<file path="src/hw/rtl/svpc_pkg.sv">
// Shared types, register indexes and helpers for the sensor vector plausibility check.
package svpc_pkg;

    localparam int AXIS_W   = 16;
    localparam int AXES     = 3;
    localparam int VEC_W    = AXIS_W * AXES;
    localparam int MAG_W    = AXIS_W + 1;
    localparam int NORM_W   = 32;
    localparam int CNT_W    = 32;
    localparam int CFG_IDX_W = 3;
    localparam int CFG_DATA_W = 32;

    typedef logic [VEC_W-1:0]  t_vec;
    typedef logic [MAG_W-1:0]  t_mag;
    typedef logic [NORM_W-1:0] t_norm;

    // closed squared-norm window
    typedef struct packed {
        t_norm lo;
        t_norm hi;
    } t_win;

    localparam logic [CFG_IDX_W-1:0] CFG_GYRO_LIMIT = 3'd0;
    localparam logic [CFG_IDX_W-1:0] CFG_ACCEL_MIN  = 3'd1;
    localparam logic [CFG_IDX_W-1:0] CFG_ACCEL_MAX  = 3'd2;
    localparam logic [CFG_IDX_W-1:0] CFG_SUN_MIN    = 3'd3;
    localparam logic [CFG_IDX_W-1:0] CFG_SUN_MAX    = 3'd4;
    localparam logic [CFG_IDX_W-1:0] CFG_MAG_MIN    = 3'd5;
    localparam logic [CFG_IDX_W-1:0] CFG_MAG_MAX    = 3'd6;

    localparam logic [AXIS_W-1:0] GYRO_LIMIT_RST = 16'h8000;
    localparam t_norm             NORM_MIN_RST   = 32'd0;
    localparam t_norm             NORM_MAX_RST   = 32'hC000_0000;

    localparam logic [1:0] SRC_UNKNOWN   = 2'd0;
    localparam logic [1:0] SRC_SIMULATED = 2'd1;
    localparam logic [1:0] SRC_BOARD     = 2'd2;
    localparam logic [1:0] SRC_STUB      = 2'd3;

    // magnitude of one two's-complement axis, 0..32768
    function automatic t_mag axis_abs(input t_vec vec, input int k);
        logic [AXIS_W-1:0] raw;
        raw = vec[k*AXIS_W +: AXIS_W];
        if (raw[AXIS_W-1]) begin
            return t_mag'(17'h10000 - {1'b0, raw});
        end
        return {1'b0, raw};
    endfunction

endpackage

</file>
<file path="src/hw/rtl/svpc_norm_window.sv">
// Squared-norm window check for one 3-axis sensor vector.
module svpc_norm_window (
    input  logic          i_flag,
    input  svpc_pkg::t_vec i_vector,
    input  svpc_pkg::t_win i_win,
    output logic          o_good
);
    import svpc_pkg::*;

    t_mag                mag   [AXES];
    logic [2*MAG_W-1:0]  prod  [AXES];
    t_norm               norm_sq;

    always_comb begin
        for (int k = 0; k < AXES; k++) begin
            mag[k]  = axis_abs(i_vector, k);
            prod[k] = mag[k] * mag[k];
        end
        // each square is at most 2^30, so the sum fits 32 bits exactly
        norm_sq = prod[0][NORM_W-1:0] + prod[1][NORM_W-1:0] + prod[2][NORM_W-1:0];
        o_good  = i_flag && (norm_sq >= i_win.lo) && (norm_sq <= i_win.hi);
    end

endmodule

</file>
<file path="config.mk">
export PLATFORM = sky130hd
export DESIGN_NAME = svpc_norm_window
export DESIGN_NICKNAME = d
export VERILOG_FILES = /design/src/hw/rtl/svpc_pkg.sv /design/src/hw/rtl/svpc_norm_window.sv
export SDC_FILE = /design/constraint.sdc
export NUM_CORES = 2
export LEC_CHECK = 0
export BUFFER_PORTS_ARGS = -buffer_cell sky130_fd_sc_hd__buf_2
export CAP_MARGIN = 20
export CORE_MARGIN = 5
export CORE_UTILIZATION = 25
export DETAILED_ROUTE_END_ITERATION = 8
export GPL_TIMING_DRIVEN = 0
export PLACE_DENSITY = 0.51
export SYNTH_ARGS = -nofsm -noshare
export SYNTH_HDL_FRONTEND = slang
export SYNTH_SLANG_ARGS = --single-unit
</file>
<file path="constraint.sdc">
create_clock -name vclk -period 17.41
set_input_delay 3.482 -clock vclk [all_inputs]
set_output_delay 3.482 -clock vclk [all_outputs]
set_load 0.005 [all_outputs]
</file>
==> metrics.txt <==
min-delay src i_flag; Die H 334 um; worst slew pin tran 792 ps; setup violators final 0; final std cells w/o fill 4557; Cell variety after synth 68; minimum clock period 17350 ps; Fin. Hold Viols 0; total grt overflow 0; max_slew headroom 46.9%; Synth Cell Area 26200 um^2; launch point of the worst path i_vector[0]; die width 334 um; post-synth top area cell fa_1; vias in the first global route 20100; IO Pins 114; RSZ-0062 raised after global routing true; placed cells 4467; Placer Congestion 0.912; NumNets Final 4311; commonest cells in the synthesized netlist 1012 x inv_1, 685 x fa_1, 336 x ha_1, 216 x nor2_1, 199 x nand2_1; Final Max Tran Viols 0; Max-Cap Viols 0; worst slack, placed -2600 ps; Worst Path Arrival 13870 ps; Slowest-stage cell, CP fa_1; WL/cell 15.3 um; first-pass GRT wire length 109000 um; DR DRC count 0; Final ANT Viol Nets 0; num rows 118; ranking of synthesized cells by area fa_1 52%, ha_1 16%, inv_1 14%, nor2_1 3.1%, nand2_1 2.8%; Peak Freq 0.0576 GHz; final wirelength 69500 um; fin crit share 99.7%; Via Count 18800; YS warnings 0; pin count of the biggest net entering global routing 11; Yosys top cell area share 52.3%; Worst Setup End Kind output pin; layout cells sized above 1 14.5%; Max FO, Critical Path 7; CLK BUF 0; Starting DRT DRC Count 958; Hold Path Class primary input to output pin; critical path's largest stage delay 580 ps; PortBufs 113; Syn Inst Count 2853; Critical Path Most Common Cell fa_1; DR pass1 iterations 5; Final Util 30.1%; Core Area 104000 um^2; register area 0 um^2; WS Path Type primary input to output pin; Die ar. 112000 um^2; # fillers 11200; mean post-synth cell area 9.20 um^2; sequential cells 0; initial antenna violation count 1; final hold slack 7570 ps; setup ws final 59.7 ps; DP HPWL 63700 um; Vias/cell 4.12; Area Growth Syn to Fin 19.1%; Seq/Total Area, Yosys 0%; status complete, no violations; critical path required time 13930 ps; multi-input logic area 23900 um^2; GRT Total Usage 12.6%; count leader, synth inv_1; Worst setup SP type primary input; Initial Util 25.2%
critical path: cells and delay by family:
kind,cells,cell delay [ps]
AO/OA/AOI/OAI,15,3060
adder cells (fa/ha/maj),11,5030
buffers and inverters,8,960
XOR/XNOR,1,350
AND/OR/NAND/NOR,5,970
through the flow:
stage                     TNS, ps  area [um^2]
after floorplan                 0        26700
final                           0        31300
after global routing         -344        31300
after detailed placement    -2600        29000
after global placement      -2900        29000
after CTS                   -73.1        30400
path summary, 6_finish.rpt:
path                  endpoint  cells past startpoint
worst max-delay path    o_good                     40
worst min-delay path    o_good                      6
timing repair:
action,in CTS,in global routing
setup endpoints to repair,1,1
gates cloned,0,1
gates resized for setup,188,132
endpoints found under the hold margin,0,0
pin swaps,89,108
hold buffers,0,0
buffers inserted,53,38
layer usage:
metal / vias up / wire [um] / track usage [%]
li1: 8711 / - / -
met1: 9620 / 28300 / 16.5
met2: 390 / 35900 / 22.7
met3: 39 / 4350 / 1.88
met4: 0 / 908 / 1.29
met5: - / 0 / 0
placed cells by master (no fill, tap or decap), types with 18 or more instances in the layout:
cell and instances:
a21o_1 26, a21oi_1 28, buf_2 111, buf_4 81
conb_1 114, fa_1 664, fa_2 21, ha_1 318
inv_1 997, nand2_1 180, nand2_2 19, nor2_1 185
nor2_2 20, o21ai_0 18, xnor2_1 52
logic make-up after synthesis:
group                    after synthesis  synth area share (%)
adder cells (fa/ha/maj)             1022                  68.3
other                                  2                0.0286
XOR/XNOR                             105                  3.83
AND/OR/NAND/NOR                      506                  8.39
buffers and inverters               1060                  15.2
AO/OA/AOI/OAI                        157                  4.21
multiplexers                           1                0.0429
layout make-up:
type	instances	area share [%]
antenna	2	0.0160
buffer	24	0.520
inverter	1030	12.5
multi-input combinational	1906	76.6
tap	1380	5.52
timing repair buffer	215	4.84
Power is not shown: default switching activity piles up to over one toggle a cycle in this logic, so the estimate is an artifact.
