## config.mk

```make
export PLATFORM = sky130hd
export DESIGN_NAME = svpc_gyro_check
export DESIGN_NICKNAME = d
export VERILOG_FILES = /design/src/hw/rtl/svpc_pkg.sv /design/src/hw/rtl/svpc_gyro_check.sv
export SDC_FILE = /design/constraint.sdc
export NUM_CORES = 1
export LEC_CHECK = 0
export BUFFER_PORTS_ARGS = -buffer_cell sky130_fd_sc_hd__buf_2
export CELL_PAD_IN_SITES_DETAIL_PLACEMENT = 1
export CELL_PAD_IN_SITES_GLOBAL_PLACEMENT = 2
export CORE_MARGIN = 3
export CORE_UTILIZATION = 29
export DETAILED_ROUTE_END_ITERATION = 12
export GPL_TIMING_DRIVEN = 0
export PLACE_DENSITY = 0.89
export SLEW_MARGIN = 5
export SYNTH_ARGS = -nofsm -noshare
export SYNTH_HDL_FRONTEND = slang
export SYNTH_SLANG_ARGS = --single-unit
```

## constraint.sdc

```tcl
create_clock -name vclk -period 4.2
set_input_delay 0.21 -clock vclk [all_inputs]
set_output_delay 0.21 -clock vclk [all_outputs]
set_load 0.02 [all_outputs]
```

## src/hw/rtl/svpc_pkg.sv

```systemverilog
// Shared types, register indexes and helpers for the sensor vector plausibility check.
package svpc_pkg;

    localparam int AXIS_W   = 16;
    localparam int AXES     = 3;
    localparam int VEC_W    = AXIS_W * AXES;
    localparam int MAG_W    = AXIS_W + 1;
    localparam int NORM_W   = 32;
    localparam int CNT_W    = 32;
    localparam int CFG_IDX_W = 3;
    localparam int CFG_DATA_W = 32;

    typedef logic [VEC_W-1:0]  t_vec;
    typedef logic [MAG_W-1:0]  t_mag;
    typedef logic [NORM_W-1:0] t_norm;

    // closed squared-norm window
    typedef struct packed {
        t_norm lo;
        t_norm hi;
    } t_win;

    localparam logic [CFG_IDX_W-1:0] CFG_GYRO_LIMIT = 3'd0;
    localparam logic [CFG_IDX_W-1:0] CFG_ACCEL_MIN  = 3'd1;
    localparam logic [CFG_IDX_W-1:0] CFG_ACCEL_MAX  = 3'd2;
    localparam logic [CFG_IDX_W-1:0] CFG_SUN_MIN    = 3'd3;
    localparam logic [CFG_IDX_W-1:0] CFG_SUN_MAX    = 3'd4;
    localparam logic [CFG_IDX_W-1:0] CFG_MAG_MIN    = 3'd5;
    localparam logic [CFG_IDX_W-1:0] CFG_MAG_MAX    = 3'd6;

    localparam logic [AXIS_W-1:0] GYRO_LIMIT_RST = 16'h8000;
    localparam t_norm             NORM_MIN_RST   = 32'd0;
    localparam t_norm             NORM_MAX_RST   = 32'hC000_0000;

    localparam logic [1:0] SRC_UNKNOWN   = 2'd0;
    localparam logic [1:0] SRC_SIMULATED = 2'd1;
    localparam logic [1:0] SRC_BOARD     = 2'd2;
    localparam logic [1:0] SRC_STUB      = 2'd3;

    // magnitude of one two's-complement axis, 0..32768
    function automatic t_mag axis_abs(input t_vec vec, input int k);
        logic [AXIS_W-1:0] raw;
        raw = vec[k*AXIS_W +: AXIS_W];
        if (raw[AXIS_W-1]) begin
            return t_mag'(17'h10000 - {1'b0, raw});
        end
        return {1'b0, raw};
    endfunction

endpackage

```

## src/hw/rtl/svpc_gyro_check.sv

```systemverilog
// Per-axis magnitude limit check for the gyro vector.
module svpc_gyro_check (
    input  logic                          i_flag,
    input  svpc_pkg::t_vec                i_vector,
    input  logic [svpc_pkg::AXIS_W-1:0]   i_limit,
    output logic                          o_good
);
    import svpc_pkg::*;

    logic [AXES-1:0] axis_ok;

    always_comb begin
        for (int k = 0; k < AXES; k++) begin
            axis_ok[k] = axis_abs(i_vector, k) <= {1'b0, i_limit};
        end
        o_good = i_flag && (&axis_ok);
    end

endmodule

```

==> results summary, run 1 <==
The post-synthesis sequential area ratio is 0%. The final worst hold slack came out at 0.833 ns. The net count after synthesis came out at 381.

The area fraction in compound gates after synthesis came out at 23.0%. The total leakage power came out at 0.00117 uW. The launching element type of the critical path is a primary input. The proportion of synthesized area in mux cells came out at 0%. The floorplan has 29 rows.

The area taken by multi-input logic gates is 1900 sq um. The fraction of the mapped netlist area in simple logic gates is 23.0%. The minimum clock period after layout came out at 3.90 ns. The startpoint identified for the worst hold timing path is i_flag.

At the worst endpoint, the required time is 3.99 ns. The number of port buffers is 66. The max-cap check violation count is 0. The number of different library cells used by synthesis comes to 37. The number of antenna violations at the first check in global routing is 0. The data arrival time of the worst path is 3.69 ns.

The signal on the critical path passes through buf_2 > or4_4 > or3_4 > or3_4 > o41ai_4 > xnor2_1 > ha_1 > a21o_1 > a211o_1 > a2111oi_0 > o31ai_1 > a211oi_1 > buf_2. Of the total synthesized cell area, the portion taken by full adders, half adders and majority gates is 32.1%. In the routed design, unresolved DRC markers number 0. The flow ran to the end, and the final reports show no timing, DRC or antenna violations. The number of vias in the routed layout is 2158.

The number of inserted filler cells in the final layout came out at 854. Setup violations remaining at the end of the flow were counted as 0. STA classifies the critical path endpoint as an output port. The synthesis-to-finish area growth came out at 22.0%. The cell area after technology mapping came out at 1990 sq um. The total core area is 6490 sq um.

The critical path is of the primary input to output port type. The final hold violation count is 0. For this run, the detailed router's first-pass iteration total came to 4. The area used by sequential logic in the layout came out at 0 sq um. The vertical extent of the die is 88.8 um. The max-slew violation count is 0. Once the floorplan was initialized, standard cells occupied 30.6% of the core. The placed instances occupy a cell area of 2410 sq um.

The Yosys step of the flow raised 0 warnings. In the final routed layout, each cell accounts on average for 15.0 um. VDD sags by at most 42.9 uV. The first global-routing pass estimated 9870 um of wire. The power per standard cell area is 113 nW/um^2. The post-route fraction of the period consumed by the critical path is 92.9%. The half-perimeter wire length after placement came out at 5620 um. The share of layout cells above drive strength 1 came out at 22.4%. Counting instances, the worst hold path has a depth of 4. After detailed routing, the total wire length is 6110 um. The overall overflow remaining after global route is 0.

The congestion estimate from routability-driven global placement came to 0.814. The global-route total usage across every layer came out at 15.4%. Leaving out fill and tap cells, the most frequent cell in the layout is buf_2. The horizontal extent of the die is 88.8 um. The layout clock buffer count came out at 0. Setup repair after global routing left no endpoint under its margin. In the layout the commonest cells are buf_2, ha_1, xnor2_1. The highest achievable clock rate is 256 MHz. The number of antenna cells inserted came out at 0. The slowest stage of the critical path belongs to the cell or4_4. The worst hold path terminates at o_good.

The worst relative slew slack is 68.4%. Once layout is done, the placed cells without fillers occupy 2420 sq um. 66 I/O pins were placed.

The vias per cell is 5.29. The highest net fanout along the worst path is 5. The mean cell area of the mapped netlist is 7.50 sq um. The number of non-filler instances in the completed layout is 408. The delay of the slowest cell on the worst path is 0.55 ns. The flip-flop and latch count came out at 0. The largest net degree at the start of global routing is 11. The cell count after synthesis came out at 265.

The combinational family with the most area after synthesis is adder cells. Once placement completed, the tool counted placed cells totaling 408. Summed over all failing endpoints, the final setup total negative slack is 0 ns. The tightest min-delay check is of the primary input to output port type. The first routing iteration left 33 violations. The xor/xnor share of the synthesized area is 17.2%. The number of nets in the layout came out at 449. The area of the die is 7880 sq um. The transition at the pin with the smallest max-transition slack came out at 0.474 ns. The number of nets with antenna violations after detailed routing is 0.

After layout, the design draws a total of 275 uW. The via count of the first global-routing pass is 2176.
[critical path, delay by kind of cell]
family                     cells  cell delay (ns)
buffers and inverters          2             0.36
and+or+nand+nor                3             1.28
xor gates and xnor gates       1             0.13
adders and majority gates      1             0.20
AOI/OAI and AO/OA              6             1.51
[synth_stat cells (all sizes together)]
master	number	share of area, %
ha	51	32
xnor2	36	16
nand2	25	4.7
inv	22	4.2
o21ai	16	4.0
a21oi	15	3.8
nand3	12	3.0
o31ai	11	4.2
nand4	8	2.5
nor2	7	1.3
a21o	6	2.3
nand2b	6	1.9
nor4	5	1.6
o41ai	5	3.5
or4	5	2.1
nor3	4	1.0
or3	4	1.8
a211oi	3	1.1
a21boi	3	1.1
clkbuf	3	0.57
xor2	3	1.3
a211o	2	0.88
and3	2	0.63
nor4b	2	0.88
o21a	2	0.76
a2111o	1	0.57
a2111oi	1	0.44
a31oi	1	0.32
nand3b	1	0.38
nor3b	1	0.38
nor4bb	1	0.50
or2	1	0.32
[where the power goes]
| part | leakage, uW | switching, uW | total [uW] | internal (uW) |
|---|---|---|---|---|
| clock network | 0 | 0 | 0 | 0 |
| registers | 0 | 0 | 0 | 0 |
| logic | 0.00117 | 149 | 275 | 126 |
[worst max-delay path by stage]
| stage | from | endpoint | slack [ns] |
|---|---|---|---|
| 3_3_place_gp | i_vector[3] | o_good | 0.23 |
| 4_1_cts | i_vector[3] | o_good | 0.26 |
| 6_report | i_vector[3] | o_good | 0.30 |
| 5_1_grt | i_vector[3] | o_good | 0.01 |
| 2_1_floorplan | i_vector[3] | o_good | 0.60 |
| 3_5_place_dp | i_vector[3] | o_good | 0.28 |
[stage by stage]
stage,setup slack (ns),util (%)
floorplan,0.601,-
global placement,0.233,37.2
detailed placement,0.280,37.2
CTS,0.261,37.2
global route,0.0147,37.3
finish,0.298,37.3
[cell families (layout without fill, tap and decap cells)]
family          after synthesis  in the layout
buf+inv                      25             91
compound gates               66             66
simple gates                 84             84
fa+ha+maj                    51             51
xor+xnor                     39             39
[layer usage]
metal	GRT usage, %	wire length, um	part of all wire [%]
met4	0.687	29	0.47
met2	27.8	2850	47
met3	0.0931	234	3.8
met5	0	0	0
met1	21.6	2990	49
[cell type report]
cell class	count	area share (%)
Multi-Input combinational cell	240	78.5
Tap cell	77	3.97
Inverter	22	3.41
Timing Repair Buffer	66	13.6
Buffer	3	0.464
[timing repair]
| action | CTS | global route |
|---|---|---|
| resized for setup | 0 | 2 |
| endpoints found under the setup margin | 0 | 1 |
| setup buffers | 0 | 0 |
| hold buffers | 0 | 0 |
No activity file was read; power rests on OpenSTA's default activity.
==> run 2: changes to the inputs <==
REMOVE_ABC_BUFFERS = 1   (was not set)
==> run 2 against run 1 <==
Against the previous run: critical path depth unchanged; non-clock buffer count down 3; worst hold slack got worse by 0.020 ns; wire length rose by 0.44%; utilization shrank 0.27 points; die area unchanged; sequential cell count stayed put; combinational power about the same; count of clock-buffer cells in the layout did not move; setup slack gained 0.078 ns; largest cell class unchanged; largest power group unchanged; total power is 0.33% lower.
==> results summary, run 2 (synthesis results as in run 1) <==
The cell with the largest stage delay on the worst path is or4_4 (unchanged). The remaining routing DRC violations was 0 (unchanged). The delay of the slowest cell on the worst path came to 0.54 ns (was 0.55 ns).

The vias per cell came out at 5.32 (was 5.29). The data arrival time of the worst path was 3.61 ns (was 3.69 ns). The switching part of the total power was 54.4% (was 54.3%).

The relative contribution of combinational cells to total power is 100.0% (about the same). The largest voltage drop on the vdd net is 38.9 uV (was 42.9 uV). The kind of cell adding the most delay to the critical path was compound AO/OA/AOI/OAI gates (unchanged). The synthesis-to-finish area growth came out at 21.2% (was 22.0%). The highest achievable clock rate is 261 MHz (was 256 MHz). The vertical extent of the die is 88.8 um (unchanged). The total core area is 6490 sq um (unchanged). The design internal power came to 125 uW (was 126 uW). The capturing element type of the critical path is an output port (unchanged). The number of placed cells counting well taps was 405 (was 408). The starting utilization of the core area is 30.6% (unchanged).

The largest net degree at the start of global routing is 17 (was 11). The number of antenna violations at the first check in global routing is 0 (unchanged). The total leakage power came out at 0.00117 uW (about the same). The number of detailed-route iterations in the first pass came out at 4 (unchanged). The post-route fraction of the period consumed by the critical path is 91.1% (was 92.9%). The switching power came out at 149 uW (about the same). The max-cap check violation count is 0 (unchanged).

The wire length per cell after detailed routing is 15.2 um (was 15.0 um). The area of the die is 7880 sq um (unchanged). The final setup violation count is 0 (unchanged). The horizontal extent of the die came to 88.8 um (unchanged). The half-perimeter wire length after placement is 5570 um (was 5620 um). The number of resized instances in the post-cts repair step came out at 0 (unchanged). The number of nets in the layout came to 446 (was 449).

The final hold violation count is 0 (unchanged). The wire length after detailed routing is 6140 um (was 6110 um). The required time at the endpoint of the critical path came out at 3.99 ns (about the same). The max-slew violation count came out at 0 (unchanged). The row count came out at 29 (unchanged). The overall overflow remaining after global route came out at 0 (unchanged). The global-route wire length before repair is 9850 um (was 9870 um). Most frequent cells in the layout: buf_2, ha_1, xnor2_1 (unchanged). The number of nets with antenna violations after detailed routing came out at 0 (unchanged). The layout clock buffer count came out at 0 (unchanged). The minimum clock period after layout is 3.82 ns (was 3.90 ns).

The part of the power in the clock network is 0% (about the same). The worst setup path category was primary input to output port (unchanged). The number of antenna cells inserted was 0 (unchanged). The total I/O pin count is 66 (unchanged). The number of vias in the routed layout came out at 2154 (was 2158). The transition at the pin with the smallest max-transition slack is 0.437 ns (was 0.474 ns). The count of hold buffers inserted by post-cts repair came out at 0 (unchanged). The post-CTS setup-driven buffer insertion count is 0 (unchanged).

The iteration-0 DRC count of the detailed router came out at 52 (was 33). The launching element type of the critical path was a primary input (unchanged). The weighted congestion reported at the end of routability-driven placement came out at 0.876 (was 0.814). The power per standard cell area is 114 nW/um^2 (was 113 nW/um^2).

The buffers plus inverters on the worst setup path is 2 (unchanged). Unrepaired setup endpoints after global routing: no (unchanged). The worst relative slew slack is 70.6% (was 68.4%). The share of layout cells above drive strength 1 came out at 22.3% (was 22.4%).

The global-route total usage across every layer is 15.3% (was 15.4%). The number of non-filler instances in the completed layout is 405 (was 408). Critical path cell sequence: buf_2 > or4_4 > or3_4 > or3_4 > o41ai_4 > xnor2_1 > ha_1 > a21o_1 > a211o_1 > a2111oi_0 > o31ai_1 > a211oi_1 > buf_2 (unchanged). The class of the tightest hold or removal check is primary input to output port (unchanged). The area used by sequential logic in the layout came out at 0 sq um (unchanged). The commonest non-fill, non-tap cell in the layout was buf_2 (unchanged).

The via count of the first global-routing pass came to 2175 (was 2176). The number of port buffers was 66 (unchanged). The setup TNS after final layout came out at 0 ns (unchanged). The portion of total power attributed to sequential cells is 0% (about the same).

Outcome: finished clean (unchanged). The highest net fanout along the worst path came out at 5 (unchanged). The flip-flop and latch count came out at 0 (unchanged).
-- run 2: cell count changes in the layout (fill, tap and decap cells not counted), sizes merged --
cell,previous run,this run
clkbuf,3,0
-- run 2: power by group through the flow --
| stage | sequential, uW | combinational, uW | clock (uW) |
|---|---|---|---|
| after floorplan | 0 | 173 | 0 |
| after global placement | 0 | 261 | 0 |
| after detailed placement | 0 | 275 | 0 |
| after CTS | 0 | 277 | 0 |
| after global routing | 0 | 314 | 0 |
| final | 0 | 274 | 0 |
-- run 2: final timing paths --
| check | end | cells after the start | slack [ns] | start |
|---|---|---|---|---|
| hold / removal | o_good | 4 | 0.81 | i_flag |
| setup / recovery | o_good | 13 | 0.38 | i_vector[3] |
-- run 2: cell type report --
| type | count | area (sq um) |
|---|---|---|
| inverter | 22 | 82.6 |
| multi-input combinational | 240 | 1900 |
| fill | 834 | 4090 |
| tap | 77 | 96.3 |
| timing repair buffer | 66 | 330 |
-- run 2: per-stage QoR --
step | hold WS, ns | util [%] | instance area (sq um) | total power [uW] | worst slack (ns)
2_1_floorplan | 0.559 | - | 1980 | 173 | 0.601
3_5_place_dp | 0.820 | 37.0 | 2400 | 275 | 0.273
4_1_cts | 0.823 | 37.0 | 2400 | 277 | 0.248
5_1_grt | 0.858 | 37.1 | 2410 | 314 | 0.0183
6_report | 0.813 | 37.1 | 2410 | 274 | 0.376
3_3_place_gp | 0.826 | 37.0 | 2400 | 261 | 0.259
-- run 2: layer usage --
metal  GRT usage (%)  up-vias  wire [um]
li1                -     1118          -
met1            20.7      991       2970
met2            28.3       41       2930
met3               0        4        176
met4            1.24        0         54
met5               0        -          0
